--- config.mk ---
export PLATFORM = sky130hd
export DESIGN_NAME = relative_move_direction_classifier
export DESIGN_NICKNAME = d
export VERILOG_FILES = /design/src/hw/rtl/rmdc_pkg.sv /design/src/hw/rtl/rmdc_queue.sv /design/src/hw/rtl/rmdc_front.sv /design/src/hw/rtl/rmdc_back.sv /design/src/hw/rtl/relative_move_direction_classifier.sv
export SDC_FILE = /design/constraint.sdc
export NUM_CORES = 2
export LEC_CHECK = 0
export BUFFER_PORTS_ARGS = -buffer_cell sky130_fd_sc_hd__buf_2
export CAP_MARGIN = 25
export CORE_ASPECT_RATIO = 1.5
export CORE_MARGIN = 5
export CORE_UTILIZATION = 35
export DETAILED_ROUTE_END_ITERATION = 16
export SYNTH_ARGS = -nofsm -noshare
export SYNTH_HDL_FRONTEND = slang
export SYNTH_SLANG_ARGS = --single-unit
export TNS_END_PERCENT = 100
--- constraint.sdc ---
create_clock -name clk_i -period 12.6 [get_ports clk_i]
set_input_delay 1.89 -clock clk_i [delete_from_list [all_inputs] [get_ports clk_i]]
set_output_delay 1.89 -clock clk_i [all_outputs]
set_load 0.005 [all_outputs]
--- src/hw/rtl/rmdc_pkg.sv ---
// Shared types, constants and the CORDIC arctangent table for the direction classifier.
`default_nettype none
package rmdc_pkg;

  // CORDIC iteration count; the table covers at most 24 iterations
  localparam int unsigned CordicSteps = 16;
  localparam int unsigned CordicRun   = (CordicSteps < 24) ? CordicSteps : 24;
  localparam int unsigned StepW       = (CordicRun > 1) ? $clog2(CordicRun) : 1;
  localparam int unsigned AtanIdxW    = 5;
  localparam int unsigned CordicW     = 48;   // holds 2^44 * 1.65 * sqrt(2) with sign
  localparam int unsigned FracSh      = 20;

  localparam int unsigned QDepth = 2;
  localparam int unsigned QPtrW  = $clog2(QDepth);
  localparam int unsigned QCntW  = $clog2(QDepth + 1);

  localparam int unsigned PaddrW = 3;

  typedef enum logic [3:0] {
    DIR_NONE        = 4'd0,
    DIR_FWD         = 4'd1,
    DIR_FWD_LEFT    = 4'd2,
    DIR_LEFT        = 4'd3,
    DIR_BACK_LEFT   = 4'd4,
    DIR_BACK        = 4'd5,
    DIR_BACK_RIGHT  = 4'd6,
    DIR_RIGHT       = 4'd7,
    DIR_FWD_RIGHT   = 4'd8,
    DIR_TURN_LEFT   = 4'd9,
    DIR_TURN_RIGHT  = 4'd10
  } dir_e;

  // register index decode (word address bit 2)
  typedef enum logic {
    REG_STILL_LIMIT = 1'b0,
    REG_SPIN_LIMIT  = 1'b1
  } reg_idx_e;

  typedef enum logic [1:0] {
    F_IDLE,
    F_SQUARE,
    F_DECIDE
  } front_state_e;

  typedef enum logic [1:0] {
    B_IDLE,
    B_ROTATE,
    B_FINISH
  } back_state_e;

  // one queued job: either a finished code or a step to run through CORDIC
  typedef struct packed {
    logic               is_move;
    dir_e               code;
    logic signed [24:0] dx;
    logic signed [24:0] dy;
    logic [15:0]        heading;
  } job_t;

  // atan(2^-i) as a 32-bit binary angle
  function automatic logic [31:0] atan_lut(input logic [AtanIdxW-1:0] idx);
    logic [31:0] v;
    v = 32'h0;
    unique case (idx)
      5'd0:  v = 32'h20000000;
      5'd1:  v = 32'h12E4051E;
      5'd2:  v = 32'h09FB385B;
      5'd3:  v = 32'h051111D4;
      5'd4:  v = 32'h028B0D43;
      5'd5:  v = 32'h0145D7E1;
      5'd6:  v = 32'h00A2F61E;
      5'd7:  v = 32'h00517C55;
      5'd8:  v = 32'h0028BE53;
      5'd9:  v = 32'h00145F2F;
      5'd10: v = 32'h000A2F98;
      5'd11: v = 32'h000517CC;
      5'd12: v = 32'h00028BE6;
      5'd13: v = 32'h000145F3;
      5'd14: v = 32'h0000A2FA;
      5'd15: v = 32'h0000517D;
      5'd16: v = 32'h000028BE;
      5'd17: v = 32'h0000145F;
      5'd18: v = 32'h00000A30;
      5'd19: v = 32'h00000518;
      5'd20: v = 32'h0000028C;
      5'd21: v = 32'h00000146;
      5'd22: v = 32'h000000A3;
      5'd23: v = 32'h00000051;
      default: v = 32'h0;
    endcase
    return v;
  endfunction

endpackage
`default_nettype wire

--- src/hw/rtl/rmdc_queue.sv ---
// Two-entry job queue between the classifier front end and the CORDIC back end.
`default_nettype none
module rmdc_queue (
  input  wire                 clk_i,
  input  wire                 rst_ni,
  input  wire                 push_i,
  input  rmdc_pkg::job_t      job_i,
  output logic                full_o,
  input  wire                 pop_i,
  output rmdc_pkg::job_t      job_o,
  output logic                empty_o
);

  rmdc_pkg::job_t                 mem_q [rmdc_pkg::QDepth];
  logic [rmdc_pkg::QPtrW-1:0]     wr_ptr_q, wr_ptr_d;
  logic [rmdc_pkg::QPtrW-1:0]     rd_ptr_q, rd_ptr_d;
  logic [rmdc_pkg::QCntW-1:0]     cnt_q, cnt_d;
  logic                           do_push, do_pop;

  assign full_o  = (cnt_q == rmdc_pkg::QCntW'(rmdc_pkg::QDepth));
  assign empty_o = (cnt_q == '0);
  assign do_push = push_i && !full_o;
  assign do_pop  = pop_i && !empty_o;
  assign job_o   = mem_q[rd_ptr_q];

  always_comb begin
    wr_ptr_d = wr_ptr_q;
    rd_ptr_d = rd_ptr_q;
    cnt_d    = cnt_q;
    if (do_push) begin
      wr_ptr_d = (wr_ptr_q == rmdc_pkg::QPtrW'(rmdc_pkg::QDepth - 1)) ? '0 : wr_ptr_q + 1'b1;
    end
    if (do_pop) begin
      rd_ptr_d = (rd_ptr_q == rmdc_pkg::QPtrW'(rmdc_pkg::QDepth - 1)) ? '0 : rd_ptr_q + 1'b1;
    end
    if (do_push && !do_pop) begin
      cnt_d = cnt_q + 1'b1;
    end else if (do_pop && !do_push) begin
      cnt_d = cnt_q - 1'b1;
    end
  end

  always_ff @(posedge clk_i or negedge rst_ni) begin
    if (!rst_ni) begin
      wr_ptr_q <= '0;
      rd_ptr_q <= '0;
      cnt_q    <= '0;
    end else begin
      wr_ptr_q <= wr_ptr_d;
      rd_ptr_q <= rd_ptr_d;
      cnt_q    <= cnt_d;
    end
  end

  always_ff @(posedge clk_i) begin
    if (do_push) begin
      mem_q[wr_ptr_q] <= job_i;
    end
  end

endmodule
`default_nettype wire

--- src/hw/rtl/rmdc_front.sv ---
// Front end: takes samples, forms the step, does the idle test and the turn-in-place decision.
`default_nettype none
module rmdc_front (
  input  wire                 clk_i,
  input  wire                 rst_ni,
  input  wire                 in_valid_i,
  output logic                in_stall_o,
  input  wire signed [23:0]   pos_x_i,
  input  wire signed [23:0]   pos_y_i,
  input  wire [15:0]          heading_i,
  input  wire [15:0]          still_limit_i,
  input  wire [14:0]          spin_limit_i,
  output logic                push_o,
  output rmdc_pkg::job_t      job_o,
  input  wire                 q_full_i
);

  rmdc_pkg::front_state_e state_q, state_d;

  logic               have_last_q, have_last_d;
  logic [23:0]        last_x_q, last_y_q;
  logic [15:0]        last_heading_q;

  logic               first_q;
  logic signed [24:0] dx_q, dy_q;
  logic [15:0]        dh_q;
  logic [15:0]        head_q;
  logic [49:0]        sqx_q, sqy_q;
  logic [31:0]        thr2_q;

  logic               accept;
  logic [24:0]        ux, uy;
  logic [50:0]        mag2;
  logic               is_idle;
  logic signed [16:0] dh_s, thr_s;
  rmdc_pkg::dir_e     turn_code;

  assign accept     = in_valid_i && (state_q == rmdc_pkg::F_IDLE);
  assign in_stall_o = (state_q != rmdc_pkg::F_IDLE);

  assign ux = dx_q[24] ? 25'(-dx_q) : 25'(dx_q);
  assign uy = dy_q[24] ? 25'(-dy_q) : 25'(dy_q);

  assign mag2    = {1'b0, sqx_q} + {1'b0, sqy_q};
  assign is_idle = (mag2 < {19'b0, thr2_q});

  // heading change as signed 16 bit; a half turn reads as -32768
  assign dh_s = $signed({dh_q[15], dh_q});
  assign thr_s = $signed({2'b00, spin_limit_i});

  always_comb begin
    if (dh_s > thr_s) begin
      turn_code = rmdc_pkg::DIR_TURN_LEFT;
    end else if (dh_s < -thr_s) begin
      turn_code = rmdc_pkg::DIR_TURN_RIGHT;
    end else begin
      turn_code = rmdc_pkg::DIR_NONE;
    end
  end

  always_comb begin
    state_d     = state_q;
    have_last_d = have_last_q;
    push_o      = 1'b0;
    job_o.is_move = !first_q && !is_idle;
    job_o.code    = first_q ? rmdc_pkg::DIR_NONE : turn_code;
    job_o.dx      = dx_q;
    job_o.dy      = dy_q;
    job_o.heading = head_q;
    unique case (state_q)
      rmdc_pkg::F_IDLE: begin
        if (in_valid_i) begin
          have_last_d = 1'b1;
          state_d     = rmdc_pkg::F_SQUARE;
        end
      end
      rmdc_pkg::F_SQUARE: begin
        state_d = rmdc_pkg::F_DECIDE;
      end
      rmdc_pkg::F_DECIDE: begin
        if (!q_full_i) begin
          push_o  = 1'b1;
          state_d = rmdc_pkg::F_IDLE;
        end
      end
      default: state_d = rmdc_pkg::F_IDLE;
    endcase
  end

  always_ff @(posedge clk_i or negedge rst_ni) begin
    if (!rst_ni) begin
      state_q        <= rmdc_pkg::F_IDLE;
      have_last_q    <= 1'b0;
      last_x_q       <= '0;
      last_y_q       <= '0;
      last_heading_q <= '0;
    end else begin
      state_q     <= state_d;
      have_last_q <= have_last_d;
      if (accept) begin
        last_x_q       <= pos_x_i;
        last_y_q       <= pos_y_i;
        last_heading_q <= heading_i;
      end
    end
  end

  // payload
  always_ff @(posedge clk_i) begin
    if (accept) begin
      first_q <= !have_last_q;
      dx_q    <= $signed({pos_x_i[23], pos_x_i}) - $signed({last_x_q[23], last_x_q});
      dy_q    <= $signed({pos_y_i[23], pos_y_i}) - $signed({last_y_q[23], last_y_q});
      dh_q    <= heading_i - last_heading_q;
      head_q  <= heading_i;
    end
    if (state_q == rmdc_pkg::F_SQUARE) begin
      sqx_q  <= ux * ux;
      sqy_q  <= uy * uy;
      thr2_q <= still_limit_i * still_limit_i;
    end
  end

endmodule
`default_nettype wire

--- src/hw/rtl/rmdc_back.sv ---
// Back end: serial CORDIC vectoring for moving steps, sector choice and the output register.
`default_nettype none
module rmdc_back (
  input  wire                 clk_i,
  input  wire                 rst_ni,
  input  rmdc_pkg::job_t      job_i,
  input  wire                 q_empty_i,
  output logic                pop_o,
  output logic                out_valid_o,
  input  wire                 out_stall_i,
  output logic [3:0]          direction_o
);

  rmdc_pkg::back_state_e state_q, state_d;

  logic                                 out_valid_q, out_valid_d;
  rmdc_pkg::dir_e                       dir_q, dir_d;
  logic signed [rmdc_pkg::CordicW-1:0]  x_q, x_d, y_q, y_d;
  logic [31:0]                          z_q, z_d;
  logic [rmdc_pkg::StepW-1:0]           cnt_q, cnt_d;
  logic [15:0]                          head_q, head_d;
  logic                                 zero_q, zero_d;

  logic                                 can_load;
  logic signed [rmdc_pkg::CordicW-1:0]  ax, by, xs, ys;
  logic [31:0]                          atan_v;
  logic [31:0]                          z_rnd;
  logic [15:0]                          mv, rel, rel_off;
  rmdc_pkg::dir_e                       sector_code;

  assign can_load    = !out_valid_q || !out_stall_i;
  assign out_valid_o = out_valid_q;
  assign direction_o = dir_q;

  // scale the step by 2^FracSh into the CORDIC word
  assign ax = {{(rmdc_pkg::CordicW - rmdc_pkg::FracSh - 25){job_i.dx[24]}}, job_i.dx,
               {rmdc_pkg::FracSh{1'b0}}};
  assign by = {{(rmdc_pkg::CordicW - rmdc_pkg::FracSh - 25){job_i.dy[24]}}, job_i.dy,
               {rmdc_pkg::FracSh{1'b0}}};

  assign xs     = x_q >>> cnt_q;
  assign ys     = y_q >>> cnt_q;
  assign atan_v = rmdc_pkg::atan_lut(rmdc_pkg::AtanIdxW'(cnt_q));

  // round the 32-bit angle to 16 bits; a zero step counts as angle 0
  assign z_rnd   = z_q + 32'h0000_8000;
  assign mv      = zero_q ? 16'h0 : z_rnd[31:16];
  assign rel     = mv - head_q;
  assign rel_off = rel + 16'h1000;
  assign sector_code = rmdc_pkg::dir_e'({1'b0, rel_off[15:13]} + 4'd1);

  always_comb begin
    state_d     = state_q;
    out_valid_d = out_valid_q && out_stall_i;
    dir_d       = dir_q;
    x_d         = x_q;
    y_d         = y_q;
    z_d         = z_q;
    cnt_d       = cnt_q;
    head_d      = head_q;
    zero_d      = zero_q;
    pop_o       = 1'b0;
    unique case (state_q)
      rmdc_pkg::B_IDLE: begin
        if (!q_empty_i) begin
          if (!job_i.is_move) begin
            if (can_load) begin
              pop_o       = 1'b1;
              out_valid_d = 1'b1;
              dir_d       = job_i.code;
            end
          end else begin
            pop_o  = 1'b1;
            head_d = job_i.heading;
            zero_d = (job_i.dx == '0) && (job_i.dy == '0);
            cnt_d  = '0;
            // fold the left half plane over so the rotation starts within a quarter turn
            if (by[rmdc_pkg::CordicW-1]) begin
              x_d = -by;
              y_d = -ax;
              z_d = 32'h8000_0000;
            end else begin
              x_d = by;
              y_d = ax;
              z_d = 32'h0;
            end
            state_d = rmdc_pkg::B_ROTATE;
          end
        end
      end
      rmdc_pkg::B_ROTATE: begin
        if (!y_q[rmdc_pkg::CordicW-1] && (y_q != '0)) begin
          x_d = x_q + ys;
          y_d = y_q - xs;
          z_d = z_q + atan_v;
        end else begin
          x_d = x_q - ys;
          y_d = y_q + xs;
          z_d = z_q - atan_v;
        end
        cnt_d = cnt_q + 1'b1;
        if (cnt_q == rmdc_pkg::StepW'(rmdc_pkg::CordicRun - 1)) begin
          state_d = rmdc_pkg::B_FINISH;
        end
      end
      rmdc_pkg::B_FINISH: begin
        if (can_load) begin
          out_valid_d = 1'b1;
          dir_d       = sector_code;
          state_d     = rmdc_pkg::B_IDLE;
        end
      end
      default: state_d = rmdc_pkg::B_IDLE;
    endcase
  end

  always_ff @(posedge clk_i or negedge rst_ni) begin
    if (!rst_ni) begin
      state_q     <= rmdc_pkg::B_IDLE;
      out_valid_q <= 1'b0;
      cnt_q       <= '0;
    end else begin
      state_q     <= state_d;
      out_valid_q <= out_valid_d;
      cnt_q       <= cnt_d;
    end
  end

  // payload
  always_ff @(posedge clk_i) begin
    dir_q  <= dir_d;
    x_q    <= x_d;
    y_q    <= y_d;
    z_q    <= z_d;
    head_q <= head_d;
    zero_q <= zero_d;
  end

endmodule
`default_nettype wire

--- src/hw/rtl/relative_move_direction_classifier.sv ---
// Top level of the relative movement direction classifier with its register port.
`default_nettype none
// Classifies each position/heading sample against the previous one and returns one
// direction code per transaction (0 none, 1..8 the eight 45-degree sectors relative to
// the heading, 9 turn-left, 10 turn-right). The very first sample after reset only
// primes the history and reports none. A step shorter than the still limit (compared as
// squared lengths) is judged as turning in place from the heading change; any other step
// has its bearing found by a serial CORDIC and is binned into a sector. The front end
// takes a sample through capture, square and decide and hands it to a two-deep job queue;
// the back end turns an idle or first sample straight into a result and a moving sample
// through load, 16 CORDIC iterations and sector select. The serial CORDIC loop therefore
// bounds the rate of moving transactions, though the front end keeps taking samples until
// the queue is full. The result sits in an output register, so the next sample can be
// taken while an earlier result is still stalled. Registers: still limit at byte address
// 0 (reset 16), spin limit at byte address 4 (reset 104); write only while idle.
module relative_move_direction_classifier (
  input  wire                                 clk_i,
  input  wire                                 rst_ni,
  // input transactions
  input  wire                                 in_valid_i,
  output logic                                in_stall_o,
  input  wire signed [23:0]                   pos_x_i,
  input  wire signed [23:0]                   pos_y_i,
  input  wire [15:0]                          heading_i,
  // result transactions
  output logic                                out_valid_o,
  input  wire                                 out_stall_i,
  output logic [3:0]                          direction_o,
  // register port
  input  wire                                 psel,
  input  wire                                 penable,
  input  wire                                 pwrite,
  input  wire [rmdc_pkg::PaddrW-1:0]          paddr,
  input  wire [31:0]                          pwdata,
  output logic [31:0]                         prdata,
  output logic                                pready
);

  logic [15:0]        still_limit_q;
  logic [14:0]        spin_limit_q;
  logic               reg_wr;
  rmdc_pkg::reg_idx_e reg_sel;

  logic               push;
  logic               pop;
  logic               q_full;
  logic               q_empty;
  rmdc_pkg::job_t     push_job;
  rmdc_pkg::job_t     head_job;

  // ---- register port: zero wait states, word decode on address bit 2 ----
  assign pready  = 1'b1;
  assign reg_wr  = psel && penable && pwrite;
  assign reg_sel = rmdc_pkg::reg_idx_e'(paddr[2]);

  always_comb begin
    unique case (reg_sel)
      rmdc_pkg::REG_STILL_LIMIT: prdata = {16'b0, still_limit_q};
      rmdc_pkg::REG_SPIN_LIMIT:  prdata = {17'b0, spin_limit_q};
      default:                   prdata = '0;
    endcase
  end

  always_ff @(posedge clk_i or negedge rst_ni) begin
    if (!rst_ni) begin
      still_limit_q <= 16'd16;
      spin_limit_q  <= 15'd104;
    end else if (reg_wr) begin
      if (reg_sel == rmdc_pkg::REG_STILL_LIMIT) begin
        still_limit_q <= pwdata[15:0];
      end else begin
        spin_limit_q <= pwdata[14:0];
      end
    end
  end

  // ---- front end: history, step, idle test, turn decision ----
  rmdc_front u_front (
    .clk_i         (clk_i),
    .rst_ni        (rst_ni),
    .in_valid_i    (in_valid_i),
    .in_stall_o    (in_stall_o),
    .pos_x_i       (pos_x_i),
    .pos_y_i       (pos_y_i),
    .heading_i     (heading_i),
    .still_limit_i (still_limit_q),
    .spin_limit_i  (spin_limit_q),
    .push_o        (push),
    .job_o         (push_job),
    .q_full_i      (q_full)
  );

  // ---- job queue: lets the front take the next sample during a CORDIC run ----
  rmdc_queue u_queue (
    .clk_i   (clk_i),
    .rst_ni  (rst_ni),
    .push_i  (push),
    .job_i   (push_job),
    .full_o  (q_full),
    .pop_i   (pop),
    .job_o   (head_job),
    .empty_o (q_empty)
  );

  // ---- back end: CORDIC bearing, sector, output register ----
  rmdc_back u_back (
    .clk_i       (clk_i),
    .rst_ni      (rst_ni),
    .job_i       (head_job),
    .q_empty_i   (q_empty),
    .pop_o       (pop),
    .out_valid_o (out_valid_o),
    .out_stall_i (out_stall_i),
    .direction_o (direction_o)
  );

endmodule
`default_nettype wire

# Word-level counts from Yosys, hierarchy flattened
# Memories as Yosys holds them, arrays and structs flattened.
# Index checks and enable logic that the tools add are counted.
[totals]
regBits = 473
ramBits = 142
rom_bits = 480
input_bits = 106
out_inout_bits = 39
elab_cells = 171
n_memories = 2
[classes]
n_addsub = 24
n_mul = 3
n_lt_le_gt_ge = 3
n_eq_ne = 14
n_shift = 2
n_mux = 54
n_bitwise = 2
reduce_logical = 40
[memory_table]
columns = ["name", "words", "word_bits", "read_ports", "rd_ports_with_merged_regs", "wr", "line_no", "source"]
rows = [
  ["(name not given)", 16, 30, 1, 0, 0, "rmdc_pkg.sv:64", "unique case (idx)"],
  ["u_queue.mem_q", 2, 71, 1, 0, 1, "rmdc_queue.sv:14", "rmdc_pkg::job_t mem_q [rmdc_pkg::QDepth];"],
]
[ops]
columns = ["operator", "n"]
rows = [
  ["$mux 48", 8],
  ["$pmux 48 s2", 2],
  ["$mux 32", 4],
  ["$pmux 32 s2", 2],
  ["$mul 25x25->50", 2],
  ["$add 48x48->48", 2],
  ["$neg 45->48", 2],
  ["$sshr 48x4->48", 2],
  ["$sub 48x48->48", 2],
  ["$add 50x50->51", 1],
  ["$lt 51x32->1", 1],
  ["$logic_not 25->1", 2],
  ["$mux 25", 2],
  ["$neg 25->25", 2],
  ["$sub 24x24->25", 2],
  ["$reduce_bool 48->1", 1],
  ["$mux 4", 9],
  ["$add 32x16->32 const B", 1],
  ["$add 32x32->32", 1],
  ["$mul 16x16->32", 1],
  ["$sub 16x16->16", 2],
  ["$sub 32x32->32", 1],
  ["$lt 16x17->1", 1],
  ["$neg 15->17", 1],
  ["other kinds (28)", 88],
]

# Longest topological paths before layout
[logic_depth]
depth_word = 10
depth_mapped = 39

# By module
# From an unflattened synthesis, not the netlist that was laid out.
[unflattened]
hier_cells = 9266
hier_area_um2 = 88591.2
[by_module_without_submodules]
columns = ["module", "instances", "cells_each", "area_per_inst_um2", "seq_area_each_um2"]
rows = [
  ["rmdc_front", 1, 6269, 58298.4, 8042.7],
  ["rmdc_back", 1, 2654, 23064.6, 4649.5],
  ["rmdc_queue", 1, 240, 5670.4, 4364.2],
  ["relative_move_direction_classifier", 1, 103, 1557.7, 780.7],
]

# Worst setup path after synthesis
# Ideal clock, no wire load.
[synth_timing]
path_kind = "register to register"
startpoint = "register u_front.dx_q[0]"
endpoint = "register u_front.sqx_q[48] (data pin)"
setup_time_ps = 265
arrival_ps = 9902
t_required_ps = 12335
slack_ps = 2433
stages_incl_launch_ff = 38
period_less_slack_ps = 10167
path_cell_list = "edfxtp_1 > clkbuf_1 > inv_1 > clkbuf_1 > ha_1 > nand2_1 > or3_1 > or4_1 > or4_1 > or4_4 > and2_1 > xnor2_1 > inv_1 > clkbuf_1 > nand2_1 > fa_1 > inv_1 > fa_1 > [... 2 more ...] > fa_1 > inv_1 > fa_1 > fa_1 > fa_1 > ha_1 > a21o_1 > a21o_1 > a21o_1 > a21o_1 > a21o_1 > o2111ai_1 > a31oi_1 > a21o_1 > o41ai_1 > o21a_1 > o21ai_0 > xor2_1"
[synth_between]
elab_chain_cells = 3
[synth_lines]
columns = ["item", "line_no", "source"]
rows = [
  ["start, declared", "rmdc_front.sv:25", "logic signed [24:0] dx_q, dy_q;"],
  ["start signal, assigned", "rmdc_front.sv:112", "dx_q <= $signed({pos_x_i[23], pos_x_i}) - $signed({last_x_q[23], last_x_q});"],
  ["$neg 25->25", "rmdc_front.sv:41", "assign ux = dx_q[24] ? 25'(-dx_q) : 25'(dx_q);"],
  ["$mux 25 (*)", "rmdc_front.sv:41", ""],
  ["$mul 25x25->50 (*)", "rmdc_front.sv:118", "sqx_q <= ux * ux;"],
  ["end signal, assigned", "rmdc_front.sv:118", ""],
  ["end, declared", "rmdc_front.sv:28", "logic [49:0] sqx_q, sqy_q;"],
]
# Mark *: on every way between the ends. The rest lies on a longest branch, timed or not.
# A chain may end at the register's enable or synchronous reset.

# Final worst setup path
[layout_timing]
startpoint = "register u_front.dx_q[2]"
endpoint = "register u_front.sqx_q[48] (data pin)"
# Same word-level chain as after synthesis.

==> impl_metrics.yaml <==
status:
  status: "completed"
die:
  dieWidth_um: 417
  core-area_mm2: 0.248
  die_h_um: 621
  io-pin-count: 145
  start_util_pct: 35.1
  die_area_mm2: 0.259
  row_count: 224
logic_synthesis:
  synth-async-reset-ratio_pct: 17.9
  netlist_instances: 9125
  yosys-top-cells-count: "inv_1 (1780), fa_1 (1113), nand2_1 (828)"
  synth-edff-count: 501
  syn_area_mm2: 0.0870
  ys.warnings.count: 0
  yosysTopAreaCellShare_pct: 25.6
  synth_top_cell_by_area: "fa_1"
  yosysSeqAreaShare_pct: 20.4
  synth.area.top_cells: "fa_1 (26%), edfxtp_1 (17%), ha_1 (11%), inv_1 (7.7%), nand2_1 (3.6%)"
  ys_seq_elements: 610
  yosysMostFrequentCell: "inv_1"
  synth_cell_types: 101
  synthFlopType: "edfxtp_1"
  avgSynthCellArea_um2: 9.53
setup_path:
  r2r_cells: 35
  endpoint_kind: "register"
  worstSetupPathType: "register to register"
  cp.required_ns: 12.98
  crit_top_cell: "fa_1"
  critPathMaxStageDelay_ns: 0.64
  critical-path-slowest-cell: "o41ai_1"
  critPathArrivalTime_ns: 11.73
  path_max_fanout: 13
  startpoint_type: "register"
global_routing:
  grt-ovfl-total: 0
  grt_first_pass_wirelength_um: 383000
  grt_util_all_layers_pct: 18.8
  antenna_found_initial: 30
  grt_pass1_vias: 70000
  grt_max_degree: 94
timing:
  final.setup.tns_ns: 0
  min_period_ns: 11.35
  timing_hold_violations_final: 0
  fmax_ghz: 0.0881
  rsz0062_at_grt: "no"
  worst_pin_slew_ns: 1.13
  relSlewSlack_pct: 24.1
  skew_ns: 0.0598
  post-route-period-util_pct: 90.1
  final.setup.worst_slack_ns: 1.25
  setup_viol: 0
  drv_slew: 0
cts:
  cts-hold-fix-buffers: 0
  tritoncts: "yes"
  clockBufferDepth: 3
  clk_latency_ns: 0.69
  cts_buffers: 73
  post_cts_buffers: 0
  h-tree-depth: 3
  root_buffer: "clkbuf_16"
  cts.sinks: 610
  cts.clk_slew.worst_paths_ns: 0.06
  cts-resized-gates: 0
layout:
  drive_gt1_share_pct: 7.12
  fill_cells: 24800
  nNetsFinal: 11200
  multi_input_area_mm2: 0.0615
  seq_area_mm2: 0.0178
  fin_cells: 12500
  syn_to_final_growth_pct: 8.24
place:
  port_buffers: 109
  dp_hpwl_um: 197000
  routabilityCongestion: 0.942
  dpl.cell_count: 12400
  pre_cts_ws_ns: 1.40
detailed_routing:
  routed_wl_um: 243000
  drt-initial-drc-count: 3834
  via_per_inst: 5.17
  drt-wirelength-per-cell_um: 19.4
  drt_pass1_iterations: 6
  drc_errors: 0
  ant_nets: 0
  vias: 64700
min_path:
  whs_path_depth: 0
  hold_class: "register to register"
flow_run:
  maxCapViolations: 0
## final cells by class
| type | count | area share [%] |
|---|---|---|
| flip-flops and latches | 610 | 18.9 |
| well taps | 3277 | 4.35 |
| diodes | 12 | 0.0319 |
| multi-input cells | 6474 | 65.3 |
| repair buffers | 211 | 1.42 |
| clock buffers | 82 | 2.01 |
| inverters | 1797 | 7.17 |
| clock inverters | 52 | 0.831 |
## cell families (layout without fill, tap and decap cells)
group / Yosys count / count (layout) / synth area share [%]
and+or+nand+nor: 2190 / 2190 / 11.5
buffers and inverters: 2092 / 2142 / 9.33
adders and majority gates: 1912 / 1912 / 37.1
AOI/OAI and AO/OA: 1438 / 1438 / 10.3
DFF: 610 / 610 / 20.4
xor gates and xnor gates: 563 / 563 / 5.67
muxes: 318 / 318 / 5.62
other: 2 / 65 / 0.00863
## routing by layer
layer / vias to the layer above / global-route usage (%) / part of all wire (%) / wire, µm
li1: 29900 / - / - / -
met1: 32300 / 19.9 / 35 / 85700
met4: 18 / 11.0 / 7.1 / 17400
met3: 664 / 2.15 / 4.3 / 10500
met2: 1697 / 35.7 / 53 / 129000
met5: - / 0 / 0.052 / 126
## sequential cells by signal, indices dropped and copies added (netlist names), 4 cells and up
name	flops
u_front.dh_q	16
u_front.head_q	16
u_back.z_q	32
u_front.last_heading_q	16
u_back.head_q	16
still_limit_q	16
u_back.cnt_q	4
u_front.dx_q	25
u_back.y_q	48
u_front.last_x_q	24
u_front.last_y_q	24
u_back.direction_o	4
u_front.thr2_q	31
u_front.sqy_q	49
u_front.sqx_q	49
u_front.dy_q	25
spin_limit_q	15
u_queue.mem_q	140
u_back.x_q	48
## critical path, delay by kind of cell, from the launching register on
kind	cells	cell delay, ns
buffers and inverters	5	0.96
flip-flops	1	0.50
AO/OA/AOI/OAI	11	2.47
AND/OR/NAND/NOR	9	2.88
adder cells (fa/ha/maj)	8	3.95
XOR/XNOR	2	0.30
## cells in the final DEF, fill, tap and decap left out, drive strengths merged, types with 53 or more instances in the layout
cell,netlist,routed
a21o,182,182
a21oi,399,399
a31oi,77,77
and2,96,96
and3,53,53
buf,86,211
clkbuf,209,82
conb,2,53
dfrtp,105,105
edfxtp,501,501
fa,1113,1113
ha,799,799
inv,1784,1789
mux2,99,99
mux2i,95,95
mux4,124,124
nand2,831,831
nand2b,69,69
nand3,111,111
nor2,644,644
nor2b,70,70
nor3,115,115
o21a,65,65
o21ai,386,386
xnor2,336,336
xor2,227,227
## metrics by stage
stage / hold slack (ns) / utilization, % / area, µm²
3_3_place_gp: 0.422 / 36.9 / 91400
4_1_cts: 0.428 / 38.0 / 94100
6_report: 0.441 / 38.0 / 94200
3_5_place_dp: 0.431 / 36.9 / 91400
5_1_grt: 0.437 / 38.0 / 94100
2_1_floorplan: 0.421 / - / 87200
## worst paths after layout
kind / endpoint / from / slack, ns
hold reg to reg: u_queue.mem_q[0][14] / u_front.head_q[14] / 0.44
max in group asynchronous: u_front.last_x_q[19] / rst_ni / 10.10
min in group asynchronous: u_front.last_heading_q[2] / rst_ni / 1.19
setup reg to reg: u_front.sqx_q[48] / u_front.dx_q[2] / 1.25
hold / removal: u_queue.mem_q[0][14] / u_front.head_q[14] / 0.44
setup / recovery: u_front.sqx_q[48] / u_front.dx_q[2] / 1.25
Power is not shown: default switching activity piles up to over one toggle a cycle in this logic, so the estimate is an artifact.
